`src/rtl/core/spq_pkg.sv`:
```
package spq_pkg;

  typedef enum logic [1:0] {
    KIND_INSERT = 2'd0,
    KIND_REMOVE = 2'd1,
    KIND_PEEK   = 2'd2
  } kind_e;

  // Per-cycle command broadcast to every cell of the chain
  typedef struct packed {
    logic shift_in;   // insert: open a gap at the insertion point
    logic shift_out;  // remove: every cell takes its successor's entry
  } cell_ctrl_t;

endpackage

```
`src/rtl/core/spq_if.sv`:
```
interface spq_req_if #(
  parameter int unsigned PRIORITY_WIDTH = 8,
  parameter int unsigned PAYLOAD_WIDTH  = 16
);
  logic                      valid;
  logic                      ready;
  logic [1:0]                kind;
  logic [PRIORITY_WIDTH-1:0] priority_req;
  logic [PAYLOAD_WIDTH-1:0]  payload;

  modport source (output valid, kind, priority_req, payload, input ready);
  modport sink   (input valid, kind, priority_req, payload, output ready);
endinterface

interface spq_rsp_if #(
  parameter int unsigned PAYLOAD_WIDTH = 16
);
  logic                     valid;
  logic                     ready;
  logic [PAYLOAD_WIDTH-1:0] data_out;
  logic                     empty_res;
  logic                     dropped;

  modport source (output valid, data_out, empty_res, dropped, input ready);
  modport sink   (input valid, data_out, empty_res, dropped, output ready);
endinterface

```
`src/rtl/core/spq_cell.sv`:
```
module spq_cell
  import spq_pkg::*;
#(
  parameter int unsigned PRIORITY_WIDTH = 8,
  parameter int unsigned PAYLOAD_WIDTH  = 16
) (
  input  logic                      clk_i,
  input  cell_ctrl_t                ctrl_i,
  input  logic                      occupied_i,
  input  logic [PRIORITY_WIDTH-1:0] new_prio_i,
  input  logic [PAYLOAD_WIDTH-1:0]  new_payload_i,
  input  logic                      prev_place_i,
  input  logic [PRIORITY_WIDTH-1:0] prev_prio_i,
  input  logic [PAYLOAD_WIDTH-1:0]  prev_payload_i,
  input  logic [PRIORITY_WIDTH-1:0] next_prio_i,
  input  logic [PAYLOAD_WIDTH-1:0]  next_payload_i,
  output logic                      place_o,
  output logic [PRIORITY_WIDTH-1:0] prio_o,
  output logic [PAYLOAD_WIDTH-1:0]  payload_o
);

  logic [PRIORITY_WIDTH-1:0] prio_q, prio_d;
  logic [PAYLOAD_WIDTH-1:0]  payload_q, payload_d;

  // New entry belongs at or before this slot (equal priorities stay ahead)
  assign place_o = !occupied_i || (prio_q > new_prio_i);

  always_comb begin
    prio_d    = prio_q;
    payload_d = payload_q;
    if (ctrl_i.shift_in && place_o) begin
      if (prev_place_i) begin
        prio_d    = prev_prio_i;
        payload_d = prev_payload_i;
      end else begin
        prio_d    = new_prio_i;
        payload_d = new_payload_i;
      end
    end else if (ctrl_i.shift_out) begin
      prio_d    = next_prio_i;
      payload_d = next_payload_i;
    end
  end

  always_ff @(posedge clk_i) begin
    prio_q    <= prio_d;
    payload_q <= payload_d;
  end

  assign prio_o    = prio_q;
  assign payload_o = payload_q;

endmodule

```
`src/rtl/core/sorted_priority_queue_unit.sv`:
```
// Sorted priority queue of DEPTH entries held in a chain of cells, smallest
// priority at the front and equal priorities in arrival order. On a request
// (insert, remove or peek) all cells compare the new priority in parallel
// and a successful insert or remove shifts the chain by one place, so a
// request can be accepted on every clock while the result register is free
// or being emptied. The response (front payload, empty flag, full-drop flag)
// is registered for the cycle after acceptance and held until taken.
module sorted_priority_queue_unit
  import spq_pkg::*;
#(
  parameter int unsigned DEPTH          = 16,
  parameter int unsigned PRIORITY_WIDTH = 8,
  parameter int unsigned PAYLOAD_WIDTH  = 16
) (
  input  logic      clk_i,
  input  logic      rst_ni,
  spq_req_if.sink   req_i,
  spq_rsp_if.source rsp_o
);

  localparam int unsigned CntW = $clog2(DEPTH + 1);

  logic [CntW-1:0] count_q, count_d;
  logic            rsp_valid_q;
  logic [PAYLOAD_WIDTH-1:0] data_q, data_d;
  logic            empty_q, empty_d;
  logic            dropped_q, dropped_d;

  logic       accept;
  logic       is_empty, is_full;
  cell_ctrl_t ctrl;

  logic [DEPTH-1:0]                     occupied;
  logic [DEPTH-1:0]                     place;
  logic [DEPTH-1:0][PRIORITY_WIDTH-1:0] prio;
  logic [DEPTH-1:0][PAYLOAD_WIDTH-1:0]  pay;

  assign req_i.ready = !rsp_valid_q || rsp_o.ready;
  assign accept      = req_i.valid && req_i.ready;
  assign is_empty    = (count_q == '0);
  assign is_full     = (count_q == CntW'(DEPTH));

  always_comb begin
    ctrl      = '0;
    count_d   = count_q;
    data_d    = '0;
    empty_d   = 1'b0;
    dropped_d = 1'b0;
    if (accept) begin
      case (req_i.kind)
        KIND_INSERT: begin
          if (is_full) begin
            dropped_d = 1'b1;
          end else begin
            ctrl.shift_in = 1'b1;
            count_d       = count_q + CntW'(1);
          end
        end
        KIND_REMOVE, KIND_PEEK: begin
          if (is_empty) begin
            empty_d = 1'b1;
          end else begin
            data_d = pay[0];
            if (req_i.kind == KIND_REMOVE) begin
              ctrl.shift_out = 1'b1;
              count_d        = count_q - CntW'(1);
            end
          end
        end
        default: ;
      endcase
    end
  end

  for (genvar g = 0; g < DEPTH; g++) begin : g_cell
    logic                      prev_place;
    logic [PRIORITY_WIDTH-1:0] prev_prio, next_prio;
    logic [PAYLOAD_WIDTH-1:0]  prev_pay, next_pay;

    assign occupied[g] = (count_q > CntW'(g));

    if (g == 0) begin : g_head
      assign prev_place = 1'b0;
      assign prev_prio  = req_i.priority_req;
      assign prev_pay   = req_i.payload;
    end else begin : g_body
      assign prev_place = place[g-1];
      assign prev_prio  = prio[g-1];
      assign prev_pay   = pay[g-1];
    end

    // Tail takes its own entry on a remove; it falls out of the count anyway
    if (g == DEPTH - 1) begin : g_tail
      assign next_prio = prio[g];
      assign next_pay  = pay[g];
    end else begin : g_mid
      assign next_prio = prio[g+1];
      assign next_pay  = pay[g+1];
    end

    spq_cell #(
      .PRIORITY_WIDTH(PRIORITY_WIDTH),
      .PAYLOAD_WIDTH (PAYLOAD_WIDTH)
    ) u_cell (
      .clk_i         (clk_i),
      .ctrl_i        (ctrl),
      .occupied_i    (occupied[g]),
      .new_prio_i    (req_i.priority_req),
      .new_payload_i (req_i.payload),
      .prev_place_i  (prev_place),
      .prev_prio_i   (prev_prio),
      .prev_payload_i(prev_pay),
      .next_prio_i   (next_prio),
      .next_payload_i(next_pay),
      .place_o       (place[g]),
      .prio_o        (prio[g]),
      .payload_o     (pay[g])
    );
  end

  always_ff @(posedge clk_i or negedge rst_ni) begin
    if (!rst_ni) begin
      count_q     <= '0;
      rsp_valid_q <= 1'b0;
    end else begin
      count_q <= count_d;
      if (accept) begin
        rsp_valid_q <= 1'b1;
      end else if (rsp_o.ready) begin
        rsp_valid_q <= 1'b0;
      end
    end
  end

  always_ff @(posedge clk_i) begin
    if (accept) begin
      data_q    <= data_d;
      empty_q   <= empty_d;
      dropped_q <= dropped_d;
    end
  end

  assign rsp_o.valid     = rsp_valid_q;
  assign rsp_o.data_out  = data_q;
  assign rsp_o.empty_res = empty_q;
  assign rsp_o.dropped   = dropped_q;

endmodule
```
`src/flat_wrapper.sv`:
```
// flat-port wrapper written by rule: the top's interface ports become plain ports
module sorted_priority_queue_unit_flat import spq_pkg::*;
#(
  parameter int unsigned DEPTH          = 16,
  parameter int unsigned PRIORITY_WIDTH = 8,
  parameter int unsigned PAYLOAD_WIDTH  = 16
)
  (clk_i, rst_ni, req_i_valid, req_i_kind, req_i_priority_req, req_i_payload, req_i_ready, rsp_o_valid, rsp_o_data_out, rsp_o_empty_res, rsp_o_dropped, rsp_o_ready);
  spq_req_if #(.PRIORITY_WIDTH(PRIORITY_WIDTH), .PAYLOAD_WIDTH(PAYLOAD_WIDTH)) req_i_i ();
  spq_rsp_if #(.PAYLOAD_WIDTH(PAYLOAD_WIDTH)) rsp_o_i ();
  input  logic clk_i;
  input  logic rst_ni;
  input wire logic [$bits(req_i_i.valid)-1:0] req_i_valid;
  input wire logic [$bits(req_i_i.kind)-1:0] req_i_kind;
  input wire logic [$bits(req_i_i.priority_req)-1:0] req_i_priority_req;
  input wire logic [$bits(req_i_i.payload)-1:0] req_i_payload;
  output wire logic [$bits(req_i_i.ready)-1:0] req_i_ready;
  output wire logic [$bits(rsp_o_i.valid)-1:0] rsp_o_valid;
  output wire logic [$bits(rsp_o_i.data_out)-1:0] rsp_o_data_out;
  output wire logic [$bits(rsp_o_i.empty_res)-1:0] rsp_o_empty_res;
  output wire logic [$bits(rsp_o_i.dropped)-1:0] rsp_o_dropped;
  input wire logic [$bits(rsp_o_i.ready)-1:0] rsp_o_ready;
  assign req_i_i.valid = req_i_valid;
  assign req_i_i.kind = req_i_kind;
  assign req_i_i.priority_req = req_i_priority_req;
  assign req_i_i.payload = req_i_payload;
  assign req_i_ready = req_i_i.ready;
  assign rsp_o_valid = rsp_o_i.valid;
  assign rsp_o_data_out = rsp_o_i.data_out;
  assign rsp_o_empty_res = rsp_o_i.empty_res;
  assign rsp_o_dropped = rsp_o_i.dropped;
  assign rsp_o_i.ready = rsp_o_ready;
  sorted_priority_queue_unit #(.DEPTH(DEPTH), .PRIORITY_WIDTH(PRIORITY_WIDTH), .PAYLOAD_WIDTH(PAYLOAD_WIDTH)) u_core (.clk_i(clk_i), .rst_ni(rst_ni), .req_i(req_i_i), .rsp_o(rsp_o_i));
endmodule
```
`config.mk`:
```
export PLATFORM = sky130hd
export DESIGN_NAME = sorted_priority_queue_unit_flat
export DESIGN_NICKNAME = d
export VERILOG_FILES = /design/src/rtl/core/spq_pkg.sv /design/src/rtl/core/spq_if.sv /design/src/rtl/core/spq_cell.sv /design/src/rtl/core/sorted_priority_queue_unit.sv /design/src/flat_wrapper.sv
export SDC_FILE = /design/constraint.sdc
export NUM_CORES = 1
export LEC_CHECK = 0
export BUFFER_PORTS_ARGS = -buffer_cell sky130_fd_sc_hd__buf_2
export CAP_MARGIN = 10
export CORE_ASPECT_RATIO = 0.75
export CORE_MARGIN = 4
export CORE_UTILIZATION = 65
export CTS_CLUSTER_DIAMETER = 200
export DETAILED_ROUTE_END_ITERATION = 7
export PLACE_DENSITY = 0.82
export SYNTH_ARGS = -nofsm -noshare
export SYNTH_HDL_FRONTEND = slang
export SYNTH_SLANG_ARGS = --single-unit
export TNS_END_PERCENT = 30
```
`constraint.sdc`:
```
create_clock -name clk_i -period 7.5 [get_ports clk_i]
set_input_delay 1.125 -clock clk_i [delete_from_list [all_inputs] [get_ports clk_i]]
set_output_delay 1.125 -clock clk_i [all_outputs]
set_load 0.05 [all_outputs]
```
==> Word level (Yosys, flattened, before mapping) <==
Index checks and enable logic that the tools add are counted.
{ "totals": {"register_bits": 408, "output_inout_bits": 20, "in_bits": 30, "elab_cells": 255} }
{ "classes": {"eq_ne": 6, "order_cmp": 32, "mux": 104, "bitwise": 1, "n_reduce_logical": 73, "n_addsub": 2} }
{ "op_table": {"columns": ["cell", "n"], "rows": [
  ["16-bit two-way mux", 45],
  ["8-bit two-way mux", 45],
  ["8-bit > comparator", 16],
  ["5-bit by 4-bit > comparator with 1-bit output, second input constant", 8],
  ["2-bit nonzero test", 17],
  ["5-bit by 3-bit > comparator with 1-bit output, second input constant", 4],
  ["1-bit logical AND", 17],
  ["1-bit zero test", 17],
  ["1-bit logical OR", 17],
  ["5-bit two-way mux", 3],
  ["5-bit by 1-bit > comparator with 1-bit output, second input constant", 2],
  ["5-bit by 2-bit > comparator with 1-bit output, second input constant", 2],
  ["5-bit one-hot mux with 2 select lines", 1],
  ["1-bit two-way mux", 9],
  ["5-bit by 1-bit adder with 5-bit output, second input constant", 1],
  ["5-bit equality test, second input constant", 1],
  ["5-bit zero test", 1],
  ["5-bit AND reduction", 1],
  ["5-bit by 1-bit subtractor with 5-bit output, second input constant", 1],
  ["2-bit inequality test, second input constant", 2],
  ["2-bit OR reduction", 2],
  ["2-bit by 1-bit equality test with 1-bit output, second input constant", 1],
  ["2-bit equality test, second input constant", 1],
  ["2-bit zero test", 1],
  ["3 further kinds", 3]
]} }

==> Logic depth before layout (Yosys ltp) <==
{ "logic_depth": {"word_depth": 7, "depth_mapped": 12, "mapped_depth_nobuf": 8} }

==> Cells and area by module <==
From an unflattened synthesis, not the netlist that was laid out.
{ "unflattened": {"cells_unflattened": 2013, "hier_area_um2": 27076.0} }
{ "modules_own_cells": {"columns": ["mod", "area_per_inst_um2", "n_inst", "cells_per_inst", "seq_area_each_um2"], "rows": [
  ["spq_cell", 1609.0, 16, 118, 720.7],
  ["sorted_priority_queue_unit", 1331.3, 1, 125, 690.7]
]} }

==> Worst setup path after synthesis <==
Ideal clock, no wire load.
{ "synth_timing": {"kind": "input port to flip-flop", "from": "in req_i_priority_req[1]", "to": "reg u_core.g_cell[11].u_cell.payload_q[0] (enable)", "cell_stages": 10, "required_time_ns": 7.062, "setup_ns": 0.438, "setup_slack_ns": 2.259, "arrival_time_ns": 4.802, "path_buffers": 3, "cell_sequence": "clkbuf_1 clkbuf_1 inv_1 ha_1 nor2b_1 o211ai_1 a211oi_1 nor2_2 buf_6 o21ai_0"} }
{ "synth_via": {"elab_chain_len": 4} }
{ "synth_rtl": {"columns": ["item", "line", "rtl"], "rows": [
  ["from (decl)", "flat_wrapper.sv:15", "input wire logic [$bits(req_i_i.priority_req)-1:0] req_i_priority_req;"],
  ["8-bit > comparator", "spq_cell.sv:26", "assign place_o = !occupied_i || (prio_q > new_prio_i);"],
  ["1-bit logical OR", "spq_cell.sv:26", null],
  ["1-bit logical AND", "spq_cell.sv:31", "if (ctrl_i.shift_in && place_o) begin"],
  ["2-bit nonzero test (no source line)", null, null],
  ["to (signal assigned)", "spq_cell.sv:47", "payload_q <= payload_d;"],
  ["to (decl)", "spq_cell.sv:23", "logic [PAYLOAD_WIDTH-1:0] payload_q, payload_d;"]
]} }
Every way passes these cells.
A chain may end at the register's enable or synchronous reset.

==> Worst setup path after layout <==
{ "layout_timing": {"from": "in req_i_priority_req[3]", "to": "reg u_core.g_cell[5].u_cell.prio_q[4] (enable)"} }
{ "layout_via": {"elab_chain_len": 4} }
{ "layout_rtl": {"columns": ["item", "line", "rtl"], "rows": [
  ["8-bit > comparator", "spq_cell.sv:26", null],
  ["1-bit logical OR", "spq_cell.sv:26", null],
  ["1-bit logical AND", "spq_cell.sv:31", null],
  ["2-bit nonzero test (no source line)", null, null],
  ["to (signal assigned)", "spq_cell.sv:46", "prio_q <= prio_d;"],
  ["to (decl)", "spq_cell.sv:22", "logic [PRIORITY_WIDTH-1:0] prio_q, prio_d;"]
]} }
Every way passes these cells.

==> impl_metrics.json <==
{
  "ant_nets": 0,
  "critPathCaptureType": "register",
  "antenna_found_initial": 0,
  "clk_pin_slew_worst_paths_ns": 0.06,
  "critPathMaxFanout": 49,
  "crit_slowest_cell": "nand2_1",
  "syn_area_per_cell_um2": 11.3,
  "rsz0062_at_grt": "no",
  "ctsHoldBuffers": 0,
  "wirelength_um": 58300,
  "yosys-top-cells-area": "edfxtp_1 (51%), mux2i_1 (14%), ha_1 (7.3%), nand2_1 (4.8%), o21ai_0 (4.6%)",
  "clk_latency_ns": 0.55,
  "grt_max_degree": 50,
  "grt_pass1_wl_um": 92100,
  "hold_ws_ns": 0.398,
  "insertedDiodeCount": 0,
  "finalMaxSlewViolations": 0,
  "tightest_slew_ns": 1.21,
  "die-area_mm2": 0.0395,
  "setup_viol": 0,
  "p_sw_mw": 2.13,
  "cp_data_required_time_ns": 7.54,
  "cp_slowest_stage_delay_ns": 0.76,
  "grt_use_met3_pct": 5.48,
  "yosys_warnings": 0,
  "intPower_mw": 4.60,
  "ys_ff_latch": 408,
  "crit_chain": "buf_2 -> inv_1 -> ha_1 -> and4_1 -> or3b_1 -> a21oi_1 -> a21o_1 -> buf_4 -> nand2_1",
  "fmaxAchievable_mhz": 216,
  "gp_congestion": 0.904,
  "io_pins": 50,
  "dp_hpwl_um": 40300,
  "grt_pass1_vias": 16900,
  "yosysSeqAreaShare_pct": 51.8,
  "synth_cell_types": 59,
  "ys_top_cells_by_count": "edfxtp_1 (402), mux2i_1 (340), nand2_1 (300), o21ai_0 (219), ha_1 (137)",
  "drt_iter0_drc": 1714,
  "critPathLaunchType": "input pin",
  "hold_viol": 0,
  "fp.dieH_um": 173,
  "final_util_pct": 70.8,
  "crit-reg2reg-launch": "u_core.count_q[0]",
  "p_leak_nw": 10.2,
  "die_x_um": 228,
  "synth_edf_count": 402,
  "fin_crit_sh_pct": 61.7,
  "cts_tree": "yes",
  "synth_most_common_cell": "edfxtp_1",
  "max_slew_margin_pct": 19.2,
  "tns_ns": 0,
  "power_mw": 6.72,
  "finalNonFillerCells": 2570,
  "synthToLayoutAreaGrowth_pct": 7.59,
  "syn_inst": 2089,
  "drt-wirelength-per-cell_um": 22.7,
  "synth_fp_nets": 2256,
  "use_met2_pct": 44.9,
  "reg2regPathDepth": 8,
  "clock_power_share_pct": 30.7,
  "r2r_setup_slack_ns": 3.49,
  "cts_num_sinks": 408,
  "p_sw_share_pct": 31.6,
  "port_buffers": 49,
  "cts-resized-gates": 0,
  "numCtsBuffers": 41,
  "power_density_mw_per_mm2": 265,
  "maxCapViolCount": 0,
  "path_class": "input pin to register",
  "outcome": "finished clean",
  "synth-main-ff-cell": "edfxtp_1",
  "post_cts_buffers": 0,
  "yosysTopAreaCell": "edfxtp_1",
  "num_vias": 16900,
  "netlist_area_mm2": 0.0236,
  "cp.arrival_ns": 4.66,
  "p_comb_share_pct": 27.0,
  "clock_path_buffers": 3,
  "globalRouteOverflowTotal": 0,
  "pwr-share-seq_pct": 42.3,
  "grt-busiest-layer": "met2",
  "dr.pass1.iters": 6,
  "initial_core_util_pct": 65.8,
  "cts-root-buf": "clkbuf_16",
  "max-vdd-ir-drop_v": 0.000178,
  "vias_per_cell": 6.57,
  "nNetsFinal": 2240,
  "met1_usage_pct": 41.9,
  "cts_max_level": 2,
  "grt.total_usage_pct": 28.8,
  "drive_gt1_share_pct": 10.9,
  "synth_top_area_share_pct": 51.1,
  "placementRows": 60,
  "core-area_mm2": 0.0359,
  "r2r-end": "u_core.g_cell[2].u_cell.prio_o[5]",
  "place_inst": 2495,
  "period_needed_ns": 4.62,
  "fin_skew_ns": 0.0143,
  "drc": 0,
  "async_flop_share_pct": 1.47,
  "holdCritPathClass": "input pin to asynchronous set/reset pin"
}
-- power by group through the flow --
stage | logic, mW | registers, mW | clock network [mW]
after detailed placement | 1.78 | 2.88 | 0
after floorplan | 1.45 | 2.85 | 0
final | 1.82 | 2.84 | 2.06
after global placement | 1.72 | 2.88 | 0
after CTS | 1.80 | 2.84 | 2.08
after global routing | 1.96 | 2.86 | 2.18
-- stage by stage --
step           worst slack [ns]  area [um^2]
2_1_floorplan              2.26        23600
3_3_place_gp               2.58        24100
3_5_place_dp               2.40        24100
4_1_cts                    2.94        25400
5_1_grt                    2.66        25400
6_report                   2.88        25400
-- area by class of cell --
cell class / count / area, um^2
Timing Repair Buffer: 83 / 500
Inverter: 32 / 120
Tap cell: 465 / 582
Fill cell: 2489 / 10500
Sequential cell: 408 / 12200
Multi-Input combinational cell: 1507 / 10700
Clock buffer: 44 / 1040
Clock inverter: 31 / 284
-- layer usage --
metal  part of all wire [%]  up-vias
li1                       -     7692
met1                     44     8317
met5                      0        -
met4                    2.3        0
met2                     46      754
met3                    8.3      122
-- worst max-delay path: cells and delay by family --
family	cells	cell delay, ns
adders and majority gates	1	0.51
and+or+nand+nor	3	1.31
buffers and inverters	3	1.37
AOI/OAI and AO/OA	2	0.31
-- cell families (layout without fill, tap and decap cells) --
| group | after synthesis | in the layout | synth area share, % |
|---|---|---|---|
| mux | 386 | 386 | 16.6 |
| fa+ha+maj | 137 | 137 | 7.26 |
| xor+xnor | 4 | 4 | 0.148 |
| buf+inv | 174 | 190 | 3.63 |
| compound gates | 485 | 485 | 11.0 |
| simple gates | 495 | 495 | 9.54 |
| flops | 408 | 408 | 51.8 |
-- placed cells by master, fill, tap and decap left out, types with 3 or more instances in the layout --
cell type / n
o31ai_4: 6
nor2_1: 81
clkinv_1: 8
nand2_1: 300
nand3_1: 8
o21ai_2: 5
o21ai_0: 217
ha_1: 137
nand2b_1: 9
nor3_4: 7
a21o_1: 7
clkbuf_1: 3
bufinv_16: 4
o211ai_1: 14
a21oi_1: 134
a211oi_1: 3
dfrtp_1: 6
mux2i_1: 340
edfxtp_1: 402
buf_2: 49
clkinv_2: 11
nand2_2: 3
inv_1: 31
clkbuf_16: 41
and3_1: 5
nand4_1: 22
mux2_2: 46
and2_1: 17
and4_1: 6
buf_4: 34
a21boi_0: 3
nor2b_1: 22
o21a_1: 8
clkinv_4: 3
o21ai_1: 68
-- sequential cells by signal, summed over array words and instances, names as in the netlist --
name                            count
u_core.rsp_o.data_out              16
u_core.rsp_o.empty_res              1
u_core.g_cell.u_cell.prio_o       128
u_core.rsp_o.dropped                1
u_core.rsp_o.valid                  1
u_core.g_cell.u_cell.payload_o    256
u_core.count_q                      5
-- worst max-delay path by stage --
stage                          startpoint                                     to  slack, ns  cells past startpoint
global route        req_i_priority_req[3]      u_core.g_cell[5].u_cell.prio_o[5]       2.66                      9
finish              req_i_priority_req[3]      u_core.g_cell[5].u_cell.prio_o[4]       2.88                      9
CTS                         req_i_kind[0]   u_core.g_cell[8].u_cell.payload_o[5]       2.94                      6
floorplan           req_i_priority_req[1]  u_core.g_cell[11].u_cell.payload_o[0]       2.26                     10
detailed placement          req_i_kind[0]   u_core.g_cell[8].u_cell.payload_o[8]       2.40                      6
global placement            req_i_kind[0]      u_core.g_cell[1].u_cell.prio_o[5]       2.58                      6
No activity file was read; power rests on OpenSTA's default activity.
